### src/hdl/agte_pkg.sv
package agte_pkg;

   localparam int MAX_GAPS_DEFAULT      = 64;
   localparam int POSITION_BITS_DEFAULT = 16;

   localparam logic [2:0] OP_CLEAR  = 3'd0;
   localparam logic [2:0] OP_APPEND = 3'd1;
   localparam logic [2:0] OP_QUERY  = 3'd2;
   localparam logic [2:0] OP_INSERT = 3'd3;
   localparam logic [2:0] OP_REMOVE = 3'd4;

   localparam logic [1:0] STATUS_DONE     = 2'd0;
   localparam logic [1:0] STATUS_IGNORED  = 2'd1;
   localparam logic [1:0] STATUS_FULL     = 2'd2;
   localparam logic [1:0] STATUS_OVERFLOW = 2'd3;

   typedef enum logic [2:0] {
      S_IDLE,
      S_SCAN,
      S_DECIDE,
      S_CHECK,
      S_WRITE,
      S_FINAL,
      S_RESP
   } state_type;

   // How an insert reshapes the list.
   typedef enum logic [1:0] {
      K_GROW0,
      K_GAP,
      K_NEW
   } kind_type;

endpackage

### src/hdl/agte_table_ram.sv
module agte_table_ram #(
   parameter int DEPTH = agte_pkg::MAX_GAPS_DEFAULT,
   parameter int DW    = 2 * agte_pkg::POSITION_BITS_DEFAULT,
   parameter int AW    = (DEPTH > 1) ? $clog2(DEPTH) : 1
) (
   input  logic          clock,
   input  logic          wr_en,
   input  logic [AW-1:0] wr_addr,
   input  logic [DW-1:0] wr_data,
   input  logic          rd_en,
   input  logic [AW-1:0] rd_addr,
   output logic [DW-1:0] rd_data
);

   logic [DW-1:0] mem [DEPTH];
   logic [DW-1:0] rd_data_ff;

   always_ff @(posedge clock) begin
      if (wr_en) begin
         mem[wr_addr] <= wr_data;
      end
      if (rd_en) begin
         rd_data_ff <= mem[rd_addr];
      end
   end

   assign rd_data = rd_data_ff;

endmodule

### src/hdl/alignment_gap_table_engine_unit.sv
// Gap table engine for one alignment row: clear and append need no pass over the table.
// Query makes one pass over the entries, remove two and insert up to three; every pass
// walks the table RAM one entry per cycle on its single read port and single write port.
// One item is worked on at a time, and a new item is taken while the previous result
// still waits. Synchronous reset clears the entry count, data_length and all handshake
// state; the table contents are not cleared.
module alignment_gap_table_engine_unit #(
   parameter int MAX_GAPS      = agte_pkg::MAX_GAPS_DEFAULT,
   parameter int POSITION_BITS = agte_pkg::POSITION_BITS_DEFAULT,
   parameter int AW     = (MAX_GAPS > 1) ? $clog2(MAX_GAPS) : 1,
   parameter int CW     = $clog2(MAX_GAPS + 1),
   parameter int IN_DW  = ((2 * POSITION_BITS + 7) / 8) * 8,
   parameter int OUT_DW = ((POSITION_BITS + 1 + CW + 2 + 7) / 8) * 8
) (
   input  logic                     clock,
   input  logic                     reset,
   // Configuration: data_length.
   input  logic                     csr_wr_en,
   input  logic [POSITION_BITS-1:0] csr_wr_data,
   // Request item.
   input  logic                     req_tvalid,
   output logic                     req_tready,
   input  logic [IN_DW-1:0]         req_tdata,  // position, count, zero fill
   input  logic [3:0]               req_tuser,  // op[2:0], allow_gap_at_position
   // Result item.
   output logic                     rsp_tvalid,
   input  logic                     rsp_tready,
   output logic [OUT_DW-1:0]        rsp_tdata,  // ungapped_position, gaps_in_use, status, fill
   output logic [0:0]               rsp_tuser   // is_gap
);

   localparam int PB  = POSITION_BITS;
   localparam int SW  = PB + CW + 1;   // sums of up to MAX_GAPS + 1 lengths
   localparam int UGW = PB + 1;

   // Item and configuration registers.
   agte_pkg::state_type state_ff, state_in;
   agte_pkg::kind_type  kind_ff;
   logic [2:0]    op_ff;
   logic [PB-1:0] pos_ff, cnt_ff, dlen_ff;
   logic          allow_ff;
   logic [CW-1:0] count_ff;

   // Walk control.
   logic [CW-1:0] step_ff, wn_ff, at_ff;
   logic [AW-1:0] rd_addr_ff;
   logic          pv_ff;

   // First-pass accumulators.
   logic [SW-1:0] rl_ff, tot_ff, g0_gl_ff, g1_gl_ff, gu_ff;
   logic          rs_stop_ff, g0_dec_ff, g0_val_ff, g1_dec_ff, g1_val_ff;
   logic          u_stop_ff, at_found_ff, off0z_ff, ovf_ff;

   // Pending result.
   logic           res_gap_ff;
   logic [UGW-1:0] res_ung_ff;
   logic [1:0]     res_st_ff;

   // Result register.
   logic           rsp_valid_ff, rsp_gap_ff;
   logic [UGW-1:0] rsp_ung_ff;
   logic [CW-1:0]  rsp_use_ff;
   logic [1:0]     rsp_st_ff;

   // RAM ports.
   logic            wr_en, rd_en;
   logic [AW-1:0]   wr_addr, rd_addr;
   logic [2*PB-1:0] wr_data, rd_data;

   agte_table_ram #(
      .DEPTH (MAX_GAPS),
      .DW    (2 * PB),
      .AW    (AW)
   ) u_table (
      .clock   (clock),
      .wr_en   (wr_en),
      .wr_addr (wr_addr),
      .wr_data (wr_data),
      .rd_en   (rd_en),
      .rd_addr (rd_addr),
      .rd_data (rd_data)
   );

   // Request fields.
   logic [2:0]    req_op;
   logic [PB-1:0] req_pos, req_cnt;
   logic          req_accept;

   assign req_op     = req_tuser[2:0];
   assign req_pos    = req_tdata[PB-1:0];
   assign req_cnt    = req_tdata[2*PB-1:PB];
   assign req_tready = (state_ff == agte_pkg::S_IDLE);
   assign req_accept = req_tvalid && req_tready;

   // The entry that arrives from the RAM this cycle.
   logic [PB-1:0] e_off, e_len;
   logic [PB:0]   e_end;
   logic [CW-1:0] e_idx;
   logic [PB-1:0] pos_m1;

   assign e_off  = rd_data[PB-1:0];
   assign e_len  = rd_data[2*PB-1:PB];
   assign e_end  = {1'b0, e_off} + {1'b0, e_len};
   assign e_idx  = CW'(rd_addr_ff);
   assign pos_m1 = pos_ff - PB'(1);

   logic scan_state, scan_last, backward;
   assign scan_state = (state_ff == agte_pkg::S_SCAN) || (state_ff == agte_pkg::S_CHECK) ||
                       (state_ff == agte_pkg::S_WRITE);
   assign scan_last  = (step_ff == count_ff);
   assign backward   = (state_ff == agte_pkg::S_WRITE) && (op_ff == agte_pkg::OP_INSERT);
   assign rd_en      = scan_state && !scan_last;
   assign rd_addr    = backward ? AW'(count_ff - step_ff - CW'(1)) : AW'(step_ff);

   // Insert: new shape of an existing entry, one bit wider to catch overflow.
   logic [PB:0] xf_off, xf_len;
   logic        xf_ovf;

   always_comb begin
      xf_off = {1'b0, e_off};
      xf_len = {1'b0, e_len};
      case (kind_ff)
         agte_pkg::K_GROW0: begin
            if (e_idx == '0) begin
               xf_len = {1'b0, e_len} + {1'b0, cnt_ff};
            end else begin
               xf_off = {1'b0, e_off} + {1'b0, cnt_ff};
            end
         end
         agte_pkg::K_GAP: begin
            if (pos_ff >= e_off) begin
               if ({1'b0, pos_ff} <= e_end) begin
                  xf_len = {1'b0, e_len} + {1'b0, cnt_ff};
               end
            end else begin
               xf_off = {1'b0, e_off} + {1'b0, cnt_ff};
            end
         end
         agte_pkg::K_NEW: begin
            if (e_idx >= at_ff) begin
               xf_off = {1'b0, e_off} + {1'b0, cnt_ff};
            end
         end
         default: begin
         end
      endcase
      xf_ovf = xf_off[PB] || xf_len[PB];
   end

   // Remove: trim, drop or shift the entry against the span [pos, pos + count).
   logic [PB:0]   rm_endp;
   logic [PB-1:0] rm_off, rm_len;
   logic          rm_keep;

   assign rm_endp = {1'b0, pos_ff} + {1'b0, cnt_ff};

   always_comb begin
      rm_off  = e_off;
      rm_len  = e_len;
      rm_keep = 1'b1;
      if (e_end < {1'b0, pos_ff}) begin
         rm_keep = 1'b1;
      end else if (e_end <= rm_endp) begin
         if (e_off >= pos_ff) begin
            rm_keep = 1'b0;
         end else begin
            rm_len = pos_ff - e_off;
         end
      end else if (e_off < pos_ff) begin
         rm_len = e_len - cnt_ff;
      end else if ({1'b0, e_off} < rm_endp) begin
         rm_len = PB'(e_end - rm_endp);
         rm_off = pos_ff;
      end else begin
         rm_off = e_off - cnt_ff;
      end
   end

   // Gap tests once the first pass is over. A test not settled by an entry falls
   // back on the row end: data_length for a query, and for an insert the row span
   // less all lengths, which is compared here without going negative.
   logic [SW-1:0] base_w, extra_w;
   logic          g0_fin, g1_fin, ovf_now;
   logic [CW-1:0] at_sel;

   assign base_w  = (op_ff == agte_pkg::OP_QUERY) ? SW'(dlen_ff) : rl_ff;
   assign extra_w = (op_ff == agte_pkg::OP_QUERY) ? '0 : tot_ff;
   assign g0_fin  = g0_dec_ff ? g0_val_ff : (base_w + g0_gl_ff <= SW'(pos_ff) + extra_w);
   assign g1_fin  = g1_dec_ff ? g1_val_ff : (base_w + g1_gl_ff <= SW'(pos_m1) + extra_w);
   assign ovf_now = ovf_ff || (pv_ff && xf_ovf);
   assign at_sel  = at_found_ff ? at_ff : count_ff;

   // Write port: append, rewrite pass, and the new entry after an insert pass.
   always_comb begin
      wr_en   = 1'b0;
      wr_addr = AW'(count_ff);
      wr_data = {req_cnt, req_pos};
      case (state_ff)
         agte_pkg::S_IDLE: begin
            wr_en = req_accept && (req_op == agte_pkg::OP_APPEND) &&
                    (count_ff < CW'(MAX_GAPS));
         end
         agte_pkg::S_WRITE: begin
            if (op_ff == agte_pkg::OP_INSERT) begin
               wr_en   = pv_ff;
               wr_addr = ((kind_ff == agte_pkg::K_NEW) && (e_idx >= at_ff)) ?
                         AW'(e_idx + CW'(1)) : AW'(e_idx);
               wr_data = {xf_len[PB-1:0], xf_off[PB-1:0]};
            end else begin
               wr_en   = pv_ff && rm_keep;
               wr_addr = AW'(wn_ff);
               wr_data = {rm_len, rm_off};
            end
         end
         agte_pkg::S_FINAL: begin
            wr_en   = 1'b1;
            wr_addr = AW'(at_ff);
            wr_data = {cnt_ff, pos_ff};
         end
         default: begin
         end
      endcase
   end

   // Next state.
   always_comb begin
      state_in = state_ff;
      case (state_ff)
         agte_pkg::S_IDLE: begin
            if (req_accept) begin
               if ((req_op == agte_pkg::OP_QUERY) || (req_op == agte_pkg::OP_INSERT) ||
                   (req_op == agte_pkg::OP_REMOVE)) begin
                  state_in = agte_pkg::S_SCAN;
               end else begin
                  state_in = agte_pkg::S_RESP;
               end
            end
         end
         agte_pkg::S_SCAN: begin
            if (scan_last) begin
               state_in = agte_pkg::S_DECIDE;
            end
         end
         agte_pkg::S_DECIDE: begin
            state_in = agte_pkg::S_RESP;
            if (op_ff == agte_pkg::OP_REMOVE) begin
               if (SW'(pos_ff) <= rl_ff) begin
                  state_in = agte_pkg::S_WRITE;
               end
            end else if (op_ff == agte_pkg::OP_INSERT && SW'(pos_ff) < rl_ff) begin
               if (pos_ff == '0) begin
                  if (cnt_ff != '0 && ((count_ff != '0 && off0z_ff) ||
                                       count_ff < CW'(MAX_GAPS))) begin
                     state_in = agte_pkg::S_CHECK;
                  end
               end else if (g0_fin || g1_fin || count_ff < CW'(MAX_GAPS)) begin
                  state_in = agte_pkg::S_CHECK;
               end
            end
         end
         agte_pkg::S_CHECK: begin
            if (scan_last) begin
               state_in = ovf_now ? agte_pkg::S_RESP : agte_pkg::S_WRITE;
            end
         end
         agte_pkg::S_WRITE: begin
            if (scan_last) begin
               state_in = ((op_ff == agte_pkg::OP_INSERT) && (kind_ff == agte_pkg::K_NEW)) ?
                          agte_pkg::S_FINAL : agte_pkg::S_RESP;
            end
         end
         agte_pkg::S_FINAL: begin
            state_in = agte_pkg::S_RESP;
         end
         agte_pkg::S_RESP: begin
            if (!rsp_valid_ff || rsp_tready) begin
               state_in = agte_pkg::S_IDLE;
            end
         end
         default: begin
            state_in = agte_pkg::S_IDLE;
         end
      endcase
   end

   always_ff @(posedge clock) begin
      if (reset) begin
         state_ff <= agte_pkg::S_IDLE;
      end else begin
         state_ff <= state_in;
      end
   end

   // Control state that reset clears.
   always_ff @(posedge clock) begin
      if (reset) begin
         count_ff     <= '0;
         dlen_ff      <= '0;
         rsp_valid_ff <= 1'b0;
      end else begin
         if (csr_wr_en) begin
            dlen_ff <= csr_wr_data;
         end
         if (state_ff == agte_pkg::S_IDLE && req_accept) begin
            if (req_op == agte_pkg::OP_CLEAR) begin
               count_ff <= '0;
            end else if (req_op == agte_pkg::OP_APPEND && count_ff < CW'(MAX_GAPS)) begin
               count_ff <= count_ff + CW'(1);
            end
         end
         if (state_ff == agte_pkg::S_WRITE && scan_last && op_ff == agte_pkg::OP_REMOVE) begin
            count_ff <= wn_ff + CW'(pv_ff && rm_keep);
         end
         if (state_ff == agte_pkg::S_FINAL) begin
            count_ff <= count_ff + CW'(1);
         end
         if (state_ff == agte_pkg::S_RESP && (!rsp_valid_ff || rsp_tready)) begin
            rsp_valid_ff <= 1'b1;
         end else if (rsp_tready) begin
            rsp_valid_ff <= 1'b0;
         end
      end
   end

   // Walk and datapath registers.
   always_ff @(posedge clock) begin
      if (scan_state) begin
         step_ff    <= scan_last ? '0 : step_ff + CW'(1);
         pv_ff      <= rd_en;
         rd_addr_ff <= rd_addr;
      end else begin
         step_ff <= '0;
         pv_ff   <= 1'b0;
      end

      case (state_ff)
         agte_pkg::S_IDLE: begin
            op_ff       <= req_op;
            pos_ff      <= req_pos;
            cnt_ff      <= req_cnt;
            allow_ff    <= req_tuser[3];
            rl_ff       <= SW'(dlen_ff);
            tot_ff      <= '0;
            g0_gl_ff    <= '0;
            g1_gl_ff    <= '0;
            gu_ff       <= '0;
            rs_stop_ff  <= 1'b0;
            g0_dec_ff   <= 1'b0;
            g1_dec_ff   <= 1'b0;
            g0_val_ff   <= 1'b0;
            g1_val_ff   <= 1'b0;
            u_stop_ff   <= 1'b0;
            at_found_ff <= 1'b0;
            at_ff       <= '0;
            off0z_ff    <= 1'b0;
            ovf_ff      <= 1'b0;
            wn_ff       <= '0;
            res_gap_ff  <= 1'b0;
            res_ung_ff  <= '0;
            res_st_ff   <= agte_pkg::STATUS_DONE;
            if (req_op == agte_pkg::OP_APPEND && count_ff >= CW'(MAX_GAPS)) begin
               res_st_ff <= agte_pkg::STATUS_FULL;
            end else if (req_op != agte_pkg::OP_CLEAR && req_op != agte_pkg::OP_APPEND &&
                         req_op != agte_pkg::OP_QUERY && req_op != agte_pkg::OP_INSERT &&
                         req_op != agte_pkg::OP_REMOVE) begin
               res_st_ff <= agte_pkg::STATUS_IGNORED;
            end
         end
         agte_pkg::S_SCAN: begin
            if (pv_ff) begin
               // Row span: stops at the first entry past the span so far.
               if (!rs_stop_ff) begin
                  if (SW'(e_off) > rl_ff) begin
                     rs_stop_ff <= 1'b1;
                  end else begin
                     rl_ff <= rl_ff + SW'(e_len);
                  end
               end
               tot_ff <= tot_ff + SW'(e_len);
               if (!g0_dec_ff) begin
                  if (e_off <= pos_ff && {1'b0, pos_ff} < e_end) begin
                     g0_dec_ff <= 1'b1;
                     g0_val_ff <= 1'b1;
                  end else if (pos_ff < e_off) begin
                     g0_dec_ff <= 1'b1;
                  end else begin
                     g0_gl_ff <= g0_gl_ff + SW'(e_len);
                  end
               end
               if (!g1_dec_ff) begin
                  if (e_off <= pos_m1 && {1'b0, pos_m1} < e_end) begin
                     g1_dec_ff <= 1'b1;
                     g1_val_ff <= 1'b1;
                  end else if (pos_m1 < e_off) begin
                     g1_dec_ff <= 1'b1;
                  end else begin
                     g1_gl_ff <= g1_gl_ff + SW'(e_len);
                  end
               end
               if (!at_found_ff && {1'b0, pos_ff} <= e_end) begin
                  at_found_ff <= 1'b1;
                  at_ff       <= e_idx;
               end
               // Gap columns before the position, clipped to it when allowed.
               if (!u_stop_ff) begin
                  if (e_off >= pos_ff) begin
                     u_stop_ff <= 1'b1;
                  end else if (allow_ff && e_end >= {1'b0, pos_ff}) begin
                     gu_ff <= gu_ff + SW'(pos_ff - e_off);
                  end else begin
                     gu_ff <= gu_ff + SW'(e_len);
                  end
               end
               if (e_idx == '0) begin
                  off0z_ff <= (e_off == '0);
               end
            end
         end
         agte_pkg::S_DECIDE: begin
            case (op_ff)
               agte_pkg::OP_QUERY: begin
                  res_gap_ff <= g0_fin;
                  if ((g0_fin && !allow_ff) || gu_ff > SW'(pos_ff)) begin
                     res_ung_ff <= '1;
                  end else begin
                     res_ung_ff <= UGW'(SW'(pos_ff) - gu_ff);
                  end
               end
               agte_pkg::OP_REMOVE: begin
                  if (SW'(pos_ff) > rl_ff) begin
                     res_st_ff <= agte_pkg::STATUS_IGNORED;
                  end
               end
               agte_pkg::OP_INSERT: begin
                  if (SW'(pos_ff) >= rl_ff) begin
                     res_st_ff <= agte_pkg::STATUS_IGNORED;
                  end else if (pos_ff == '0) begin
                     if (count_ff != '0 && off0z_ff) begin
                        kind_ff <= agte_pkg::K_GROW0;
                     end else if (cnt_ff != '0 && count_ff >= CW'(MAX_GAPS)) begin
                        res_st_ff <= agte_pkg::STATUS_FULL;
                     end else begin
                        kind_ff <= agte_pkg::K_NEW;
                        at_ff   <= '0;
                     end
                  end else if (g0_fin || g1_fin) begin
                     kind_ff <= agte_pkg::K_GAP;
                  end else if (count_ff >= CW'(MAX_GAPS)) begin
                     res_st_ff <= agte_pkg::STATUS_FULL;
                  end else begin
                     kind_ff <= agte_pkg::K_NEW;
                     at_ff   <= at_sel;
                  end
               end
               default: begin
               end
            endcase
         end
         agte_pkg::S_CHECK: begin
            ovf_ff <= ovf_now;
            if (scan_last && ovf_now) begin
               res_st_ff <= agte_pkg::STATUS_OVERFLOW;
            end
         end
         agte_pkg::S_WRITE: begin
            if (pv_ff && rm_keep && op_ff == agte_pkg::OP_REMOVE) begin
               wn_ff <= wn_ff + CW'(1);
            end
         end
         agte_pkg::S_RESP: begin
            if (!rsp_valid_ff || rsp_tready) begin
               rsp_gap_ff <= res_gap_ff;
               rsp_ung_ff <= res_ung_ff;
               rsp_use_ff <= count_ff;
               rsp_st_ff  <= res_st_ff;
            end
         end
         default: begin
         end
      endcase
   end

   assign rsp_tvalid = rsp_valid_ff;
   assign rsp_tdata  = OUT_DW'({rsp_st_ff, rsp_use_ff, rsp_ung_ff});
   assign rsp_tuser  = rsp_gap_ff;

endmodule
### config.mk
export PLATFORM = sky130hd
export DESIGN_NAME = alignment_gap_table_engine_unit
export DESIGN_NICKNAME = d
export VERILOG_FILES = /design/src/hdl/agte_pkg.sv /design/src/hdl/agte_table_ram.sv /design/src/hdl/alignment_gap_table_engine_unit.sv
export SDC_FILE = /design/constraint.sdc
export NUM_CORES = 2
export LEC_CHECK = 0
export CAP_MARGIN = 20
export CORE_ASPECT_RATIO = 0.7
export CORE_MARGIN = 3
export CORE_UTILIZATION = 50
export DETAILED_ROUTE_END_ITERATION = 7
export DONT_BUFFER_PORTS = 1
export PLACE_DENSITY_LB_ADDON = 0.1
export SLEW_MARGIN = 10
export SYNTH_ARGS = -nofsm -noshare
export SYNTH_HDL_FRONTEND = slang
export SYNTH_SLANG_ARGS = --single-unit
export TNS_END_PERCENT = 30
### constraint.sdc
create_clock -name clock -period 18.05 [get_ports clock]
set_clock_uncertainty 0.05 [all_clocks]
set_input_delay 0.9025 -clock clock [delete_from_list [all_inputs] [get_ports clock]]
set_output_delay 0.9025 -clock clock [all_outputs]
set_load 0.03 [all_outputs]
* Word level (Yosys, flattened, before mapping)
Memory sizes are Yosys's and may differ from the RTL's. A register that Yosys moved wholly into a read port is not among the register bits.
Cells that the tools add are included.
** Operators by class
- Add/sub/neg operators :: 28
- Order comparisons :: 25
- Equality and inequality tests :: 58
- Mux-type cells :: 145
- Bitwise logic cells :: 2
- Reductions and logical operators :: 81
** Operators with widths (count)
- $mux 24 :: 18
- $pmux 24 s2 :: 5
- $mux 16 :: 9
- $mux 17 :: 8
- $add 24x16->24 :: 5
- $mux 7 :: 16
- $add 24x24->24 :: 3
- $add 16x16->17 :: 4
- $pmux 17 s2 :: 2
- $pmux 32 s2 :: 1
- $sub 16x16->16 :: 4
- $lt 16x17->1 :: 3
- $pmux 17 s3 :: 1
- $add 16x24->24 :: 2
- $gt 16x24->1 :: 2
- $le 24x24->1 :: 2
- $lt 16x16->1 :: 3
- $mux 1 :: 36
- $ne 2x2->1 const B :: 18
- $mux 2 :: 17
- $mux 3 :: 11
- $ge 16x16->1 :: 2
- $le 16x16->1 :: 2
- $logic_not 16->1 :: 2
- 59 further kinds :: 163
** Word-level totals
- Flip-flop bits (word level) :: 269
- Memory bits (writable) :: 2048
- Input port bits :: 57
- Output and inout bits :: 35
- Logic and storage cells :: 375
- Memories :: 1
** Memories
- u_table.mem :: depth 64, width 32, rd ports 1, clocked after Yosys merged registers in 1, write ports 1, RTL line agte_table_ram.sv:15 : logic [DW-1:0] mem [DEPTH];

* Logic depth before layout (Yosys ltp)
- Depth in word-level cells :: 12
- Depth in mapped cells :: 30
- Mapped depth without buffers :: 29

* By module
Synthesis repeated with hierarchy kept, for this count alone.
** Second synthesis, totals
- Cell total of the unflattened synthesis :: 7400
- Area, all modules :: 111808.5 µm²
** By module, submodules not included
- agte_table_ram :: instances 1, cells each 3511, area each 79359.9 µm², sequential area each 62459.9 µm²
- alignment_gap_table_engine_unit :: instances 1, cells each 3889, area each 32448.6 µm², sequential area each 7727.4 µm²

* Least setup slack after synthesis
OpenSTA, ideal clock, no wires.
- Kind :: reg2reg
- From :: register u_table.rd_data_ff[17] (netlist: u_table.rd_data[17]) (read register of u_table.mem)
- To :: memory u_table.mem[0][27] in the netlist's numbering (data pin)
- Data arrival time :: 7.094 ns
- Required time :: 17.273 ns
- Slack :: 10.179 ns
- Cell stages (with the launch flop) :: 22
- Buffers on the path :: 1
- Path through :: edfxtp_1 ha_1 a21o_1 a21oi_1 o21bai_1 a31oi_1 o21ai_0 o41a_1 a211o_1 a21oi_1 xnor2_1 ha_1 nand3_1 nor2_1 a2bb2oi_1 nand3_1 or4_1 buf_2 nand3_1 nor2_1 a21o_1 o311ai_1
** On the way
- Word-level cells in the longest chain between the ends :: 8
** RTL lines
- from (decl) :: RTL line agte_table_ram.sv:16 : logic [DW-1:0] rd_data_ff;
- $add 16x16->17 :: RTL line alignment_gap_table_engine_unit.sv:103 : assign e_end = {1'b0, e_off} + {1'b0, e_len};
- $sub 16x16->16 :: RTL line alignment_gap_table_engine_unit.sv:172 : rm_len = PB'(e_end - rm_endp);
- $mux 16 :: RTL line alignment_gap_table_engine_unit.sv:171 : end else if ({1'b0, e_off} < rm_endp) begin
- $mux 16 :: RTL line alignment_gap_table_engine_unit.sv:169 : end else if (e_off < pos_ff) begin
- $mux 16 :: RTL line alignment_gap_table_engine_unit.sv:163 : end else if (e_end <= rm_endp) begin
- $mux 16 :: RTL line alignment_gap_table_engine_unit.sv:161 : if (e_end < {1'b0, pos_ff}) begin
- $mux 32 * :: RTL line alignment_gap_table_engine_unit.sv:204 : if (op_ff == agte_pkg::OP_INSERT) begin
- $pmux 32 s2 * :: RTL line alignment_gap_table_engine_unit.sv:198 : case (state_ff)
- net u_table.wr_data[27] :: RTL line agte_table_ram.sv:9 : input logic [DW-1:0] wr_data,
- to (decl) :: RTL line agte_table_ram.sv:15
The timed path passes the listed nets; every way through them passes the cells marked *.

* Worst setup path after layout
- From :: register op_ff[0]
- To :: register at_ff[4], enable pin
** On the way
- Word-level cells in the longest chain between the ends :: 8
** RTL lines
- from (decl) :: RTL line alignment_gap_table_engine_unit.sv:39 : logic [2:0] op_ff;
- from (signal assigned) :: RTL line alignment_gap_table_engine_unit.sv:338 : op_ff <= req_op;
- $eq 3x2->1 :: RTL line alignment_gap_table_engine_unit.sv:186, alignment_gap_table_engine_unit.sv:187
- $mux 24, on equally long branches :: RTL line alignment_gap_table_engine_unit.sv:186, alignment_gap_table_engine_unit.sv:187
- $add 24x24->24 (tied with other cells) :: RTL line alignment_gap_table_engine_unit.sv:188 : assign g0_fin = g0_dec_ff ? g0_val_ff : (base_w + g0_gl_ff <= SW'(pos_ff) + extra_w);
- $le 24x24->1, on equally long branches :: RTL line alignment_gap_table_engine_unit.sv:188, alignment_gap_table_engine_unit.sv:189
- $mux 1, on equally long branches :: RTL line alignment_gap_table_engine_unit.sv:188, alignment_gap_table_engine_unit.sv:189
- $logic_or 1x1->1 :: RTL line alignment_gap_table_engine_unit.sv:446 : end else if (g0_fin || g1_fin) begin
- $ne 3x3->1 (no line)
- $reduce_and 10->1 (no line) *
- to (signal assigned) :: RTL line alignment_gap_table_engine_unit.sv:402 : at_ff <= e_idx;
- to (signal assigned) :: RTL line alignment_gap_table_engine_unit.sv:452 : at_ff <= at_sel;
- to (decl) :: RTL line alignment_gap_table_engine_unit.sv:45 : logic [CW-1:0] step_ff, wn_ff, at_ff;
Every way passes the cells marked *; elsewhere a longest branch is shown, timed or not.
A chain may end at the register's enable or synchronous reset.

==> reports/metrics.csv <==
metric;value;unit
EDFF count, synth;2314;
final setup fails;0;
# DRC;2;
Final #Nets;10200;
Iter 0 DRT Violations;12500;
Clock Pin Slew Worst Setup and Hold Paths;0.08;ns
synthesized instance count;9657;
Clk Latency, worst-skew pair;0.89;ns
GRT Overall Usage;32.5;%
synth warn;0;
DPL Wire Length;251000;um
largest net degree at the start of global routing;168;
TNS Setup;0;ns
number of global-route vias before repair;74800;
post-DR wirelength/cell;30.5;um
largest family of logic cells by synthesized area;simple AND/OR/NAND/NOR gates;
Post-Syn Area;0.115;mm2
worst vdd ir;0.249;mV
CP Depth;24;
Port-buffer cells;0;
Required @ worst endpoint;18.47;ns
failing checks;DRC;
WP data arrival;9.00;ns
Fmax;116;MHz
Worst slew margin;12.3;%
Area Growth Syn to Fin;10.1;%
Root Buffer;clkbuf_16;
CTS Buffer Depth;4;
initial core utilization;50.5;%
reg2reg start;op_ff[0];
Synth Area per Inst;11.9;um2
Final Hold Viols;0;
Boundary Pins;92;
Critical Path Slowest Stage Cell;a211oi_1;
Yosys reg bits;2349;
Die Wd;578;um
flop2flop setup slack;9.46;ns
global routing's busiest layer;met1;
PnR worst setup slack;9.46;ns
clock buffer count from CTS;229;
Max FO, Critical Path;37;
crit end category;flip-flop;
Worst R2R Path Depth;24;
fin crit share;47.6;%
die area;0.235;mm2
CP startpoint;op_ff[0];
FF+latch area;0.0702;mm2
Leakage;44.5;nW
DP Cell Count;12400;
first-pass GRT wire length;553000;um
dpl cell area;0.119;mm2
via count;82000;
Yosys cell types;102;
num rows;146;
status;complete, but fails checks;
Hold Path Class;in2reg;
post-synthesis xor/xnor area fraction;2.20;%
Async SR Flop Fraction;0;%
critical path launch point type;flip-flop;
Post-CTS Resized;0;
Finished Cell Area;0.126;mm2
Worst Setup EP;at_ff[4];
Slew Viols, Final;0;
CTS tree;yes;
# clock sinks;2349;
DRT Pass-1 Iters;8;
Pwr Total;24.0;mW
Core ar.;0.227;mm2
antenna-violating nets left;0;
RSZ-0062 raised after global routing;false;
post-placement setup slack;9.66;ns
Post-Synth Adder-Cell Area;5.64;%
RePlAce Congestion;1.00;
Power Density;190;mW/mm2
initial antenna violation count;35;
Max-Cap Viols;0;
crit path kind;reg2reg;
r2r endpoint;at_ff[4];
mux share of post-synthesis cell area;2.60;%
chip height;407;um
Worst Max-Slew Pin Slew;1.30;ns
GR Util met2;43.4;%
H-tree depth;4;
Core Util, Final;55.6;%
met3 Track Usage GR;8.53;%
register area share after synthesis;61.2;%
worst-path cell chain;or3b_2 -> buf_4 -> and2_1 -> ha_1 -> fa_1 -> a21o_1 -> a21oi_1 -> o21a_1 -> nor2_1 -> a211oi_1 -> o311ai_0 -> a21oi_1 -> nor2_1 -> mux2i_1 -> ha_1 -> nand4_1 -> nor4_1 -> nand3_1 -> a211o_1 -> a21boi_1 -> buf_4 -> nor3b_1 -> o211ai_1 -> a21oi_1;
grt total ovfl;0;
crit-path most repeated cell;a21oi_1;
slowest stage delay, CP;0.72;ns
delay-heaviest family, CP;compound AO/OA/AOI/OAI gates;
simple logic cell fraction of the synthesized area;14.5;%
area of the multi-input gates;0.0420;mm2
grt met1 use;52.0;%
Crit path buffers/inverters;2;
Hold Worst Slack;0.0494;ns
Fill cells;19000;
final WL;391000;um
Vias per Instance;6.39;
Synth Area in Compound Gates;11.0;%
post-layout min period;8.59;ns
share of layout cells above drive strength 1;8.12;%
post-route non-filler standard cell count;12800;
Most used DFF post-synth;edfxtp_1;
-- registers in the layout (all words and copies together) (netlist names), 16 cells and up --
signal and cells:
gu_ff 24, rsp_ung_ff 17, u_table.rd_data 32, g1_gl_ff 24, g0_gl_ff 24, u_table.mem 2048
cnt_ff 16, dlen_ff 16, rl_ff 24, tot_ff 24, pos_ff 16, res_ung_ff 17
-- layout make-up --
type | instances | share of cell area (%)
flip-flops and latches | 2349 | 55.6
multi-input cells | 6535 | 33.2
clock buffers | 288 | 4.73
well taps | 3034 | 3.01
repair buffers | 264 | 2.02
inverters | 234 | 0.715
clock inverters | 122 | 0.684
diodes | 14 | 0.0277
-- Yosys cell counts (32+ instances only) --
cell | instances | share of area [%]
nor2b_1 | 52 | 0.28
nand3_1 | 638 | 2.8
clkbuf_1 | 297 | 0.97
inv_1 | 229 | 0.75
nor3_1 | 144 | 0.63
o21a_1 | 113 | 0.74
or3_1 | 53 | 0.29
and3_1 | 276 | 1.5
o31ai_1 | 62 | 0.41
a31oi_1 | 66 | 0.36
mux4_2 | 32 | 0.63
a21oi_1 | 284 | 1.2
o21bai_1 | 37 | 0.24
xnor2_1 | 176 | 1.3
a211oi_1 | 151 | 0.99
and2_1 | 54 | 0.29
nand4_1 | 47 | 0.26
ha_1 | 487 | 5.3
o21ai_0 | 242 | 1.1
mux2i_1 | 172 | 1.5
a311oi_1 | 388 | 3.0
nand2b_1 | 54 | 0.29
a21o_1 | 97 | 0.63
mux2_2 | 45 | 0.44
nor2_1 | 403 | 1.3
o211ai_1 | 41 | 0.27
buf_2 | 149 | 0.65
xor2_1 | 112 | 0.86
edfxtp_1 | 2314 | 61
nand2_1 | 1899 | 6.2
buf_1 | 59 | 0.19
dfxtp_1 | 35 | 0.61
-- routing by layer --
layer	up-vias	part of all wire (%)
met3	498	12
met2	4424	40
li1	36200	-
met1	40900	46
met5	-	0.011
met4	6	2.5
-- power breakdown --
part / total [mW] / leakage, nW / switching (mW) / internal [mW]
Combinational: 11.8 / 19.8 / 8.25 / 3.51
Sequential: 7.73 / 21.4 / 0.332 / 7.40
Clock: 4.55 / 3.34 / 2.08 / 2.47
-- worst min path at each step --
stage	startpoint	end	cells past startpoint
floorplan	res_st_ff[0]	rsp_st_ff[0]	0
global placement	res_ung_ff[14]	rsp_ung_ff[14]	0
detailed placement	res_ung_ff[8]	rsp_ung_ff[8]	0
CTS	reset	dlen_ff[3]	1
global route	reset	dlen_ff[3]	1
finish	req_tdata[18]	cnt_ff[2]	0
-- repair_timing --
action	4_1_cts	5_1_grt
setup endpoints to repair	0	0
buffers inserted	0	0
hold buffers	2	0
hold endpoints to repair	7	0
-- cells in the final DEF, fill, tap and decap left out, types with 54 or more instances in the layout --
master        n
a211oi_1    151
a21o_1       97
a21oi_1     283
a311oi_1    388
a31oi_1      64
and2_1       54
and3_1      276
buf_4       212
clkbuf_1     58
clkbuf_16   230
clkinv_1     55
edfxtp_1   2314
ha_1        487
inv_1       227
mux2i_1     172
nand2_1    1899
nand3_1     637
nor2_1      345
nor2_4       56
nor3_1      135
o21a_1      112
o21ai_0     236
o31ai_1      60
xnor2_1     175
xor2_1      112
-- worst reg2reg max path, delay by kind of cell, from the launching register on --
family | cells | cell delay [ns]
DFF | 1 | 0.46
muxes | 1 | 0.15
and+or+nand+nor | 8 | 2.71
buffers and inverters | 2 | 0.52
adders and majority gates | 3 | 0.98
AOI/OAI and AO/OA | 10 | 3.34
-- cell families (layout without fill, tap and decap cells) --
group | Yosys count | after routing
AOI/OAI and AO/OA | 1762 | 1762
DFF | 2349 | 2349
xor gates and xnor gates | 288 | 288
buffers and inverters | 778 | 908
adders and majority gates | 506 | 506
other | 1 | 20
muxes | 251 | 251
and+or+nand+nor | 3722 | 3722
(Power assumes the default switching activity.)
